$ cat src/hdl/vtd_pkg.sv
// ----------------------------------------------------------------------------
// vtd_pkg: shared types and constants of the varint TLV stream deframer
// Holds field widths, codes for result kinds, error codes and register indexes.
// ----------------------------------------------------------------------------
package vtd_pkg;

    localparam int BYTE_W   = 8;
    localparam int KIND_W   = 3;
    localparam int ERR_W    = 3;
    localparam int FLEN_W   = 21;
    localparam int LEN_W    = 35;
    localparam int TIMER_W  = 32;
    localparam int CIDX_W   = 2;
    localparam int CDATA_W  = 32;
    localparam int GROUP_W  = 7;

    localparam logic [KIND_W-1:0] KIND_HEADER  = 3'd0;
    localparam logic [KIND_W-1:0] KIND_PAYLOAD = 3'd1;
    localparam logic [KIND_W-1:0] KIND_EMPTY   = 3'd2;
    localparam logic [KIND_W-1:0] KIND_TICK    = 3'd3;
    localparam logic [KIND_W-1:0] KIND_ERROR   = 3'd4;

    localparam logic [ERR_W-1:0] ERR_NONE     = 3'd0;
    localparam logic [ERR_W-1:0] ERR_VERSION  = 3'd1;
    localparam logic [ERR_W-1:0] ERR_VARINT   = 3'd2;
    localparam logic [ERR_W-1:0] ERR_CLOSE    = 3'd3;
    localparam logic [ERR_W-1:0] ERR_OVERSIZE = 3'd4;

    localparam logic [CIDX_W-1:0] CFG_HEARTBEAT = 2'd0;
    localparam logic [CIDX_W-1:0] CFG_MAX_LEN   = 2'd1;
    localparam logic [CIDX_W-1:0] CFG_VERSION   = 2'd2;

    localparam logic [BYTE_W-1:0] TAG_PING     = 8'd0;
    localparam logic [BYTE_W-1:0] TAG_SHUTDOWN = 8'd4;

    localparam logic [TIMER_W-1:0] HEARTBEAT_RESET = 32'd600000;
    localparam logic [FLEN_W-1:0]  MAX_LEN_RESET   = 21'd8192;
    localparam logic [BYTE_W-1:0]  VERSION_RESET   = 8'd41;

    typedef struct packed {
        logic              mode;
        logic [BYTE_W-1:0] rx_byte;
    } item_t;

    typedef struct packed {
        logic [TIMER_W-1:0] heartbeat_interval_ms;
        logic [FLEN_W-1:0]  max_payload_len;
        logic [BYTE_W-1:0]  expected_version;
    } cfg_t;

endpackage

$ cat src/hdl/vtd_ifs.sv
// ----------------------------------------------------------------------------
// vtd_ifs: channel interfaces of the varint TLV stream deframer
// Input items, result items and the configuration write channel.
// ----------------------------------------------------------------------------
interface vtd_item_if;
    logic                       valid;
    logic                       ready;
    logic                       mode;
    logic [vtd_pkg::BYTE_W-1:0] rx_byte;

    modport source (output valid, output mode, output rx_byte, input ready);
    modport sink (input valid, input mode, input rx_byte, output ready);
endinterface

interface vtd_result_if;
    logic                       valid;
    logic                       ready;
    logic [vtd_pkg::KIND_W-1:0] kind;
    logic [vtd_pkg::BYTE_W-1:0] data_byte;
    logic [vtd_pkg::BYTE_W-1:0] frame_tag;
    logic [vtd_pkg::FLEN_W-1:0] frame_length;
    logic                       last_of_frame;
    logic                       send_ping;
    logic [vtd_pkg::ERR_W-1:0]  error_code;

    modport source (output valid, output kind, output data_byte, output frame_tag,
                    output frame_length, output last_of_frame, output send_ping,
                    output error_code, input ready);
    modport sink (input valid, input kind, input data_byte, input frame_tag,
                  input frame_length, input last_of_frame, input send_ping,
                  input error_code, output ready);
endinterface

interface vtd_cfg_if;
    logic                        valid;
    logic                        ready;
    logic [vtd_pkg::CIDX_W-1:0]  reg_index;
    logic [vtd_pkg::CDATA_W-1:0] wdata;

    modport source (output valid, output reg_index, output wdata, input ready);
    modport sink (input valid, input reg_index, input wdata, output ready);
endinterface

$ cat src/hdl/vtd_cfg_regs.sv
// ----------------------------------------------------------------------------
// vtd_cfg_regs: configuration register file
// Holds the heartbeat interval, the payload length limit and the version.
// ----------------------------------------------------------------------------
module vtd_cfg_regs
(
    input  logic          clk,
    input  logic          rst_n,
    vtd_cfg_if.sink       cfg,
    output vtd_pkg::cfg_t cfg_q
);

    vtd_pkg::cfg_t cfg_reg;

    assign cfg.ready = 1'b1;
    assign cfg_q     = cfg_reg;

    always_ff @(posedge clk or negedge rst_n)
    begin
        if (!rst_n)
        begin
            cfg_reg.heartbeat_interval_ms <= vtd_pkg::HEARTBEAT_RESET;
            cfg_reg.max_payload_len       <= vtd_pkg::MAX_LEN_RESET;
            cfg_reg.expected_version      <= vtd_pkg::VERSION_RESET;
        end
        else if (cfg.valid)
        begin
            case (cfg.reg_index)
                vtd_pkg::CFG_HEARTBEAT:
                    cfg_reg.heartbeat_interval_ms <= cfg.wdata;
                vtd_pkg::CFG_MAX_LEN:
                    cfg_reg.max_payload_len <= cfg.wdata[vtd_pkg::FLEN_W-1:0];
                vtd_pkg::CFG_VERSION:
                    cfg_reg.expected_version <= cfg.wdata[vtd_pkg::BYTE_W-1:0];
                default:
                begin
                end
            endcase
        end
    end

endmodule

$ cat src/hdl/vtd_in_stage.sv
// ----------------------------------------------------------------------------
// vtd_in_stage: input register
// Captures one input transaction and holds it until the core takes it.
// ----------------------------------------------------------------------------
module vtd_in_stage
(
    input  logic           clk,
    input  logic           rst_n,
    vtd_item_if.sink       rx,
    input  logic           take,
    output logic           item_valid,
    output vtd_pkg::item_t item
);

    logic           valid_reg;
    vtd_pkg::item_t item_reg;

    assign rx.ready   = !valid_reg || take;
    assign item_valid = valid_reg;
    assign item       = item_reg;

    always_ff @(posedge clk or negedge rst_n)
    begin
        if (!rst_n)
        begin
            valid_reg <= 1'b0;
        end
        else if (rx.ready)
        begin
            valid_reg <= rx.valid;
        end
    end

    always_ff @(posedge clk)
    begin
        if (rx.ready && rx.valid)
        begin
            item_reg.mode    <= rx.mode;
            item_reg.rx_byte <= rx.rx_byte;
        end
    end

endmodule

$ cat src/hdl/vtd_core.sv
// ----------------------------------------------------------------------------
// vtd_core: deframing state and result register
// Updates the stream phase, varint length and heartbeat timer for one
// registered item per cycle unless the result stalls; registers the result.
// ----------------------------------------------------------------------------
module vtd_core
#(
    parameter int MAX_VARINT_BYTES = 5
)
(
    input  logic           clk,
    input  logic           rst_n,
    input  vtd_pkg::cfg_t  cfg_q,
    input  logic           item_valid,
    input  vtd_pkg::item_t item,
    output logic           take,
    vtd_result_if.source   res
);

    localparam int CW = $clog2(MAX_VARINT_BYTES + 1);

    typedef enum logic [2:0]
    {
        PH_VERSION,
        PH_TAG,
        PH_LEN,
        PH_PAYLOAD,
        PH_HALT
    } phase_t;

    phase_t                        phase_reg, phase_next;
    logic [vtd_pkg::BYTE_W-1:0]    tag_reg, tag_next;
    logic [vtd_pkg::LEN_W-1:0]     accum_reg, accum_next;
    logic [CW-1:0]                 seen_reg, seen_next;
    logic [vtd_pkg::FLEN_W-1:0]    remain_reg, remain_next;
    logic [vtd_pkg::TIMER_W-1:0]   elapsed_reg, elapsed_next;
    logic [vtd_pkg::ERR_W-1:0]     err_reg, err_next;

    logic                          valid_reg;
    logic [vtd_pkg::KIND_W-1:0]    kind_reg, kind_next;
    logic [vtd_pkg::BYTE_W-1:0]    data_reg, data_next;
    logic [vtd_pkg::BYTE_W-1:0]    ftag_reg;
    logic [vtd_pkg::FLEN_W-1:0]    flen_reg, flen_next;
    logic                          last_reg, last_next;
    logic                          ping_reg, ping_next;
    logic [vtd_pkg::ERR_W-1:0]     ecode_reg, ecode_next;

    logic [vtd_pkg::LEN_W-1:0]     group;
    logic [6:0]                    shamt;
    logic [vtd_pkg::LEN_W-1:0]     merged;
    logic [CW-1:0]                 seen_inc;
    logic [vtd_pkg::FLEN_W-1:0]    remain_dec;
    logic [vtd_pkg::TIMER_W-1:0]   elapsed_inc;

    assign take = item_valid && (!valid_reg || res.ready);

    assign res.valid         = valid_reg;
    assign res.kind          = kind_reg;
    assign res.data_byte     = data_reg;
    assign res.frame_tag     = ftag_reg;
    assign res.frame_length  = flen_reg;
    assign res.last_of_frame = last_reg;
    assign res.send_ping     = ping_reg;
    assign res.error_code    = ecode_reg;

    always_comb
    begin
        group = {{(vtd_pkg::LEN_W - vtd_pkg::GROUP_W){1'b0}},
                 item.rx_byte[vtd_pkg::GROUP_W-1:0]};
        shamt = 7'(seen_reg) * 7'(vtd_pkg::GROUP_W);
        if (group == '0)
            merged = accum_reg;
        else if (shamt >= 7'(vtd_pkg::LEN_W))
            merged = '1;
        else
            merged = accum_reg | (group << shamt);
        seen_inc    = seen_reg + CW'(1);
        remain_dec  = (remain_reg != '0) ? remain_reg - vtd_pkg::FLEN_W'(1) : remain_reg;
        elapsed_inc = (elapsed_reg != '1) ? elapsed_reg + vtd_pkg::TIMER_W'(1)
                                          : elapsed_reg;

        phase_next   = phase_reg;
        tag_next     = tag_reg;
        accum_next   = accum_reg;
        seen_next    = seen_reg;
        remain_next  = remain_reg;
        elapsed_next = elapsed_reg;
        err_next     = err_reg;
        kind_next    = vtd_pkg::KIND_HEADER;
        data_next    = '0;
        last_next    = 1'b0;
        ping_next    = 1'b0;
        ecode_next   = vtd_pkg::ERR_NONE;

        if (phase_reg == PH_HALT)
        begin
            kind_next  = vtd_pkg::KIND_ERROR;
            ecode_next = err_reg;
        end
        else if (item.mode)
        begin
            kind_next = vtd_pkg::KIND_TICK;
            if (elapsed_inc > cfg_q.heartbeat_interval_ms)
            begin
                ping_next    = 1'b1;
                elapsed_next = '0;
            end
            else
            begin
                elapsed_next = elapsed_inc;
            end
        end
        else
        begin
            case (phase_reg)
                PH_VERSION:
                begin
                    if (item.rx_byte != cfg_q.expected_version)
                        ecode_next = vtd_pkg::ERR_VERSION;
                    else
                        phase_next = PH_TAG;
                end
                PH_TAG:
                begin
                    tag_next    = item.rx_byte;
                    accum_next  = '0;
                    seen_next   = '0;
                    remain_next = '0;
                    phase_next  = PH_LEN;
                end
                PH_LEN:
                begin
                    accum_next = merged;
                    seen_next  = seen_inc;
                    if (item.rx_byte[vtd_pkg::BYTE_W-1])
                    begin
                        if (seen_inc >= CW'(MAX_VARINT_BYTES))
                            ecode_next = vtd_pkg::ERR_VARINT;
                    end
                    else if (merged > vtd_pkg::LEN_W'(cfg_q.max_payload_len))
                    begin
                        ecode_next = vtd_pkg::ERR_OVERSIZE;
                    end
                    else if (merged == '0)
                    begin
                        last_next = 1'b1;
                        if (tag_reg == vtd_pkg::TAG_SHUTDOWN)
                        begin
                            ecode_next = vtd_pkg::ERR_CLOSE;
                        end
                        else
                        begin
                            kind_next  = vtd_pkg::KIND_EMPTY;
                            ping_next  = (tag_reg == vtd_pkg::TAG_PING);
                            phase_next = PH_TAG;
                        end
                    end
                    else
                    begin
                        remain_next = merged[vtd_pkg::FLEN_W-1:0];
                        phase_next  = PH_PAYLOAD;
                    end
                end
                PH_PAYLOAD:
                begin
                    remain_next = remain_dec;
                    kind_next   = vtd_pkg::KIND_PAYLOAD;
                    data_next   = item.rx_byte;
                    if (remain_dec == '0)
                    begin
                        last_next = 1'b1;
                        if (tag_reg == vtd_pkg::TAG_SHUTDOWN)
                        begin
                            ecode_next = vtd_pkg::ERR_CLOSE;
                        end
                        else
                        begin
                            ping_next  = (tag_reg == vtd_pkg::TAG_PING);
                            phase_next = PH_TAG;
                        end
                    end
                end
                default:
                begin
                end
            endcase
            if (ecode_next != vtd_pkg::ERR_NONE)
            begin
                kind_next  = vtd_pkg::KIND_ERROR;
                data_next  = '0;
                ping_next  = 1'b0;
                err_next   = ecode_next;
                phase_next = PH_HALT;
            end
        end

        if (accum_next[vtd_pkg::LEN_W-1:vtd_pkg::FLEN_W] != '0)
            flen_next = '1;
        else
            flen_next = accum_next[vtd_pkg::FLEN_W-1:0];
    end

    always_ff @(posedge clk or negedge rst_n)
    begin
        if (!rst_n)
        begin
            phase_reg   <= PH_VERSION;
            tag_reg     <= '0;
            accum_reg   <= '0;
            seen_reg    <= '0;
            remain_reg  <= '0;
            elapsed_reg <= '0;
            err_reg     <= vtd_pkg::ERR_NONE;
            valid_reg   <= 1'b0;
            kind_reg    <= vtd_pkg::KIND_HEADER;
            data_reg    <= '0;
            ftag_reg    <= '0;
            flen_reg    <= '0;
            last_reg    <= 1'b0;
            ping_reg    <= 1'b0;
            ecode_reg   <= vtd_pkg::ERR_NONE;
        end
        else
        begin
            if (take)
            begin
                phase_reg   <= phase_next;
                tag_reg     <= tag_next;
                accum_reg   <= accum_next;
                seen_reg    <= seen_next;
                remain_reg  <= remain_next;
                elapsed_reg <= elapsed_next;
                err_reg     <= err_next;
                valid_reg   <= 1'b1;
                kind_reg    <= kind_next;
                data_reg    <= data_next;
                ftag_reg    <= tag_next;
                flen_reg    <= flen_next;
                last_reg    <= last_next;
                ping_reg    <= ping_next;
                ecode_reg   <= ecode_next;
            end
            else if (res.ready)
            begin
                valid_reg <= 1'b0;
            end
        end
    end

    // An error code appears exactly on error results.
    a_err_kind: assert property (@(posedge clk) disable iff (!rst_n)
        res.valid |-> ((res.kind == vtd_pkg::KIND_ERROR) ==
                       (res.error_code != vtd_pkg::ERR_NONE)))
        else $error("error code and result kind disagree");

    // The halted phase is never left without a reset.
    a_halt_sticky: assert property (@(posedge clk) disable iff (!rst_n)
        phase_reg == PH_HALT |=> phase_reg == PH_HALT)
        else $error("left the halted phase");

    // A frame in its payload always has bytes left to receive.
    a_payload_left: assert property (@(posedge clk) disable iff (!rst_n)
        phase_reg == PH_PAYLOAD |-> remain_reg != '0)
        else $error("payload phase with nothing remaining");

    // The varint byte count stays below its limit while the length arrives.
    a_varint_count: assert property (@(posedge clk) disable iff (!rst_n)
        phase_reg == PH_LEN |-> seen_reg < CW'(MAX_VARINT_BYTES))
        else $error("varint byte count at its limit in the length phase");

    // The last marker only closes a frame.
    a_last_kind: assert property (@(posedge clk) disable iff (!rst_n)
        (res.valid && res.last_of_frame) |->
            (res.kind == vtd_pkg::KIND_PAYLOAD || res.kind == vtd_pkg::KIND_EMPTY ||
             res.kind == vtd_pkg::KIND_ERROR))
        else $error("last marker on a result that ends no frame");

endmodule

$ cat src/hdl/varint_tlv_stream_deframer_unit.sv
// ----------------------------------------------------------------------------
// varint_tlv_stream_deframer_unit: varint TLV stream deframer
// Checks the stream version byte, splits tag, varint length and payload of
// each frame, raises ping requests and halts on protocol errors.
//
//   Channel  Direction  Payload
//   rx       in         mode, rx_byte
//   res      out        kind, data_byte, frame_tag, frame_length,
//                       last_of_frame, send_ping, error_code
//   cfg      in         reg_index, wdata
//
// One transaction is accepted per cycle into the input register while it is
// free or its item is being taken; the core then loads the result into its
// result register, from which the result can be taken.
// The state update in the core is a loop through its state registers.
// Reset clears the phase, frame state and timer and loads register defaults.
// A stalled result register holds the next item in the input register, so
// rx.ready drops only when both registers are full.
// ----------------------------------------------------------------------------
module varint_tlv_stream_deframer_unit
#(
    parameter int MAX_VARINT_BYTES = 5
)
(
    input  logic         clk,
    input  logic         rst_n,
    vtd_item_if.sink     rx,
    vtd_result_if.source res,
    vtd_cfg_if.sink      cfg
);

    vtd_pkg::cfg_t  cfg_q;
    vtd_pkg::item_t item;
    logic           item_valid;
    logic           take;

    vtd_cfg_regs u_cfg_regs
    (
        .clk   (clk),
        .rst_n (rst_n),
        .cfg   (cfg),
        .cfg_q (cfg_q)
    );

    vtd_in_stage u_in_stage
    (
        .clk        (clk),
        .rst_n      (rst_n),
        .rx         (rx),
        .take       (take),
        .item_valid (item_valid),
        .item       (item)
    );

    vtd_core
    #(
        .MAX_VARINT_BYTES (MAX_VARINT_BYTES)
    )
    u_core
    (
        .clk        (clk),
        .rst_n      (rst_n),
        .cfg_q      (cfg_q),
        .item_valid (item_valid),
        .item       (item),
        .take       (take),
        .res        (res)
    );

endmodule
$ cat src/flat_wrapper.sv
// flat-port wrapper written by rule: the top's interface ports become plain ports
module varint_tlv_stream_deframer_unit_flat 
#(
    parameter int MAX_VARINT_BYTES = 5
)
  (clk, rst_n, rx_valid, rx_mode, rx_rx_byte, rx_ready, res_valid, res_kind, res_data_byte, res_frame_tag, res_frame_length, res_last_of_frame, res_send_ping, res_error_code, res_ready, cfg_valid, cfg_reg_index, cfg_wdata, cfg_ready);
  vtd_item_if rx_i ();
  vtd_result_if res_i ();
  vtd_cfg_if cfg_i ();
  input  logic clk;
  input  logic rst_n;
  input wire logic [$bits(rx_i.valid)-1:0] rx_valid;
  input wire logic [$bits(rx_i.mode)-1:0] rx_mode;
  input wire logic [$bits(rx_i.rx_byte)-1:0] rx_rx_byte;
  output wire logic [$bits(rx_i.ready)-1:0] rx_ready;
  output wire logic [$bits(res_i.valid)-1:0] res_valid;
  output wire logic [$bits(res_i.kind)-1:0] res_kind;
  output wire logic [$bits(res_i.data_byte)-1:0] res_data_byte;
  output wire logic [$bits(res_i.frame_tag)-1:0] res_frame_tag;
  output wire logic [$bits(res_i.frame_length)-1:0] res_frame_length;
  output wire logic [$bits(res_i.last_of_frame)-1:0] res_last_of_frame;
  output wire logic [$bits(res_i.send_ping)-1:0] res_send_ping;
  output wire logic [$bits(res_i.error_code)-1:0] res_error_code;
  input wire logic [$bits(res_i.ready)-1:0] res_ready;
  input wire logic [$bits(cfg_i.valid)-1:0] cfg_valid;
  input wire logic [$bits(cfg_i.reg_index)-1:0] cfg_reg_index;
  input wire logic [$bits(cfg_i.wdata)-1:0] cfg_wdata;
  output wire logic [$bits(cfg_i.ready)-1:0] cfg_ready;
  assign rx_i.valid = rx_valid;
  assign rx_i.mode = rx_mode;
  assign rx_i.rx_byte = rx_rx_byte;
  assign rx_ready = rx_i.ready;
  assign res_valid = res_i.valid;
  assign res_kind = res_i.kind;
  assign res_data_byte = res_i.data_byte;
  assign res_frame_tag = res_i.frame_tag;
  assign res_frame_length = res_i.frame_length;
  assign res_last_of_frame = res_i.last_of_frame;
  assign res_send_ping = res_i.send_ping;
  assign res_error_code = res_i.error_code;
  assign res_i.ready = res_ready;
  assign cfg_i.valid = cfg_valid;
  assign cfg_i.reg_index = cfg_reg_index;
  assign cfg_i.wdata = cfg_wdata;
  assign cfg_ready = cfg_i.ready;
  varint_tlv_stream_deframer_unit #(.MAX_VARINT_BYTES(MAX_VARINT_BYTES)) u_core (.clk(clk), .rst_n(rst_n), .rx(rx_i), .res(res_i), .cfg(cfg_i));
endmodule
$ cat config.mk
export PLATFORM = sky130hd
export DESIGN_NAME = varint_tlv_stream_deframer_unit_flat
export DESIGN_NICKNAME = d
export VERILOG_FILES = /design/src/hdl/vtd_pkg.sv /design/src/hdl/vtd_ifs.sv /design/src/hdl/vtd_cfg_regs.sv /design/src/hdl/vtd_in_stage.sv /design/src/hdl/vtd_core.sv /design/src/hdl/varint_tlv_stream_deframer_unit.sv /design/src/flat_wrapper.sv
export SDC_FILE = /design/constraint.sdc
export NUM_CORES = 1
export LEC_CHECK = 0
export BUFFER_PORTS_ARGS = -buffer_cell sky130_fd_sc_hd__buf_2
export CAP_MARGIN = 20
export CORE_UTILIZATION = 57
export CTS_BUF_LIST = sky130_fd_sc_hd__clkbuf_16
export CTS_CLUSTER_DIAMETER = 80
export CTS_CLUSTER_SIZE = 16
export DETAILED_ROUTE_END_ITERATION = 12
export GPL_ROUTABILITY_DRIVEN = 0
export PLACE_DENSITY = 0.76
export SLEW_MARGIN = 10
export SYNTH_ARGS = -nofsm -noshare
export SYNTH_HDL_FRONTEND = slang
export SYNTH_SLANG_ARGS = --single-unit
$ cat constraint.sdc
create_clock -name clk -period 6.7 [get_ports clk]
set_input_delay 1.34 -clock clk [delete_from_list [all_inputs] [get_ports clk]]
set_output_delay 1.34 -clock clk [all_outputs]
set_load 0.1 [all_outputs]
==> flow_summary.toml <==
[drt]
num_vias = 10900
totalWireLength_mm = 33.5
wl_per_cell_um = 19.6
drc = 0
viasPerCell = 6.37
drtAntennaViolNets = 0
firstDrtPassIters = 7
first_iter_violations = 1145

[min_path]
min_path_type = "flip-flop to flip-flop"

[layout]
final_util_pct = 64.1
final_net_count = 1540
n_antenna_cell = 0
areaGrowthSynthToFinish_pct = 9.02
largest_reg_flops = 61
drive_above_1_share_pct = 15.0

[timing]
clock.fmax_mhz = 168
maxSlewViolCount = 0
holdWs_ps = 474
final.period_utilization_pct = 88.9
fin_setup_tns_ps = 0
skew_ps = 15.5
setup_violations = 0
relSlewSlack_pct = 30.1
rsz0062_at_grt = "false"
finalHoldViolCount = 0
worst_pin_slew_ps = 1050
min_period_ps = 5960

[pwr]
combPwrFrac_pct = 51.9
p_seq_share_pct = 32.4
p_switching_mw = 3.03
peakVddDrop_mv = 0.338
netSwitchingFraction_pct = 50.2
p_per_area_nw_per_um2 = 442
clock_power_share_pct = 15.7
p_leak_nw = 6.28
p_int_mw = 3.00

[synthesis]
synthFlopType = "dfrtp_1"
ys_ff_latch = 214
synthesis.nets = 1487
yosysUniqueCellTypes = 80
syn_area_per_cell_um2 = 9.12
synthTopCellsByArea = "dfrtp_1 (39%), ha_1 (6.3%), o21ai_0 (5.9%)"
netlist_instances = 1373
yosys_warnings = 0
synth_edf_count = 9
synthDominantCellAreaShare_pct = 38.6
synth_area_um2 = 12500
async_flop_share_pct = 95.8
synth_area_leader_cell = "dfrtp_1"
synth-seq-area-share_pct = 43.2

[worst_setup_path]
slowest_delay_ps = 670
cp_data_arrival_time_ps = 6330
crit_chain = "fa_1, ha_1, fa_1, xor2_1, nor4_1, or2_2, o21ai_0, a21oi_1, inv_1, ha_1, nand4_1, nor4_1, o31ai_1, o211a_1, o21a_1, a41o_1, nand2_2, mux2_2"
critPathTopFamily = "simple AND/OR/NAND/NOR gates"
start_kind = "flip-flop"
slowest_stage = "dfrtp_1"
cp_data_required_time_ps = 7070
worstSetupPathType = "flip-flop to flip-flop"
crit_path_end_kind = "flip-flop"
critPathBufInv = 1
cp_max_fo = 37

[clock_tree]
clk_pin_slew_ps = 70
cts_resized = 0
insertion_delay_ps = 500
post-cts-setup-buffers = 0
clk_root_buffer_cell = "clkbuf_16"
cts_tree = "done"
clock-sinks = 214
clockBufferDepth = 3
hold_buffers = 0
cts_buffers = 17
htreeDepth = 1

[global_route]
antenna_found_initial = 1
grt.total_usage_pct = 30.5
grt_overflow = 0
grt_start_max_net_pins = 106
grt_pass1_vias = 10300
grt_pass1_wl_mm = 54.3

[floorplan]
start_util_pct = 58.8
die_x_um = 150
die_h_um = 150
die-area_um2 = 22600
core-area_um2 = 21300
io_pins = 96
rows = 53

[placed_design]
dp_hpwl_mm = 24.2
portBuffers = 94

[run]
cap_viol_max_count = 0

[run_status]
status = "finished clean"
-- final timing paths --
kind,start,endpoint,slack (ps),depth (start not counted)
setup / recovery,u_core.u_core.seen_reg[2],u_core.u_core.remain_reg[20],740,18
hold / removal,u_core.u_core.res.error_code[2],u_core.u_core.res.error_code[2],470,2
setup reg to reg,u_core.u_core.seen_reg[2],u_core.u_core.remain_reg[20],740,18
hold reg to reg,u_core.u_core.res.error_code[2],u_core.u_core.res.error_code[2],470,2
max in group asynchronous,rst_n,u_core.u_cfg_regs.cfg_q[24],4500,2
min in group asynchronous,rst_n,u_core.u_core.res.frame_length[5],890,1
-- cells in the final DEF, fill, tap and decap left out, drive strengths merged, types with 6 or more instances in the layout --
cell,netlist,layout
buf,14,108
clkbuf,61,18
edfxtp,9,9
nand3,21,21
a21oi,83,83
nand2b,17,17
o21a,6,6
nand4,24,24
a21o,24,24
o21ai,149,149
a32oi,6,6
ha,63,63
a22oi,24,24
dfstp,12,12
a22o,30,30
o211ai,9,9
dfrtp,193,193
mux2,41,41
xor2,10,10
nor2,100,100
inv,92,103
nor3b,8,8
xnor2,34,34
a31oi,24,24
nor4,28,28
o31ai,9,9
nand2,145,145
o22ai,10,10
and2,7,7
or4,11,11
or3,10,10
nor3,36,36
-- through the flow --
stage                     area [um^2]  cells  power (mW)  setup WS [ps]
after CTS                       13600   1711        5.97            890
after global routing            13700   1712        6.36            289
after floorplan                 12500   1373        4.28           1790
after detailed placement        13200   1681        5.02            924
after global placement          13200   1681        4.96           1180
final                           13700   1712        6.03            742
-- metal layers --
| metal | global-route usage [%] | vias to the layer above | wire length [um] |
|---|---|---|---|
| li1 | - | 5042 | - |
| met2 | 46.9 | 549 | 15000 |
| met5 | 0 | - | 11 |
| met4 | 12.0 | 2 | 1340 |
| met1 | 43.5 | 5211 | 14600 |
| met3 | 4.45 | 107 | 2600 |
-- tightest hold or removal path: stages, from the launching register on --
cell and delay, ps:
dfrtp_1 340, nand2_1 40, o21ai_0 60
-- cell usage after synthesis (16+ instances only) --
cell type	count
a21o_1	24
a21oi_1	81
a22o_1	30
a22oi_1	24
a31oi_1	24
clkbuf_1	61
dfrtp_1	193
ha_1	63
inv_1	92
mux2_2	41
nand2_1	144
nand2b_1	16
nand3_1	21
nand4_1	24
nor2_1	100
nor3_1	34
nor4_1	22
o21ai_0	148
xnor2_1	34
-- power groups by stage --
| stage | clock (mW) | combinational, mW | sequential, mW |
|---|---|---|---|
| after global routing | 1.01 | 3.36 | 2.00 |
| after CTS | 0.961 | 3.07 | 1.94 |
| final | 0.948 | 3.13 | 1.95 |
| after floorplan | 0 | 1.74 | 2.55 |
| after detailed placement | 0 | 3.06 | 1.96 |
| after global placement | 0 | 3.01 | 1.95 |
-- area by class of cell --
class	count	area (um^2)
well taps	275	344
clock inverters	13	57.6
repair buffers	109	599
clock buffers	17	425
flip-flops and latches	214	5420
multi-input cells	992	6460
fillers	1778	7630
inverters	92	345
-- cells by family after synthesis --
logic type	synth area share [%]
mux	3.69
fa+ha+maj	6.77
simple gates	17.6
xor+xnor	3.08
flops	43.2
buf+inv	5.24
other cells	0.0299
compound gates	20.3
(Power assumes the default switching activity.)
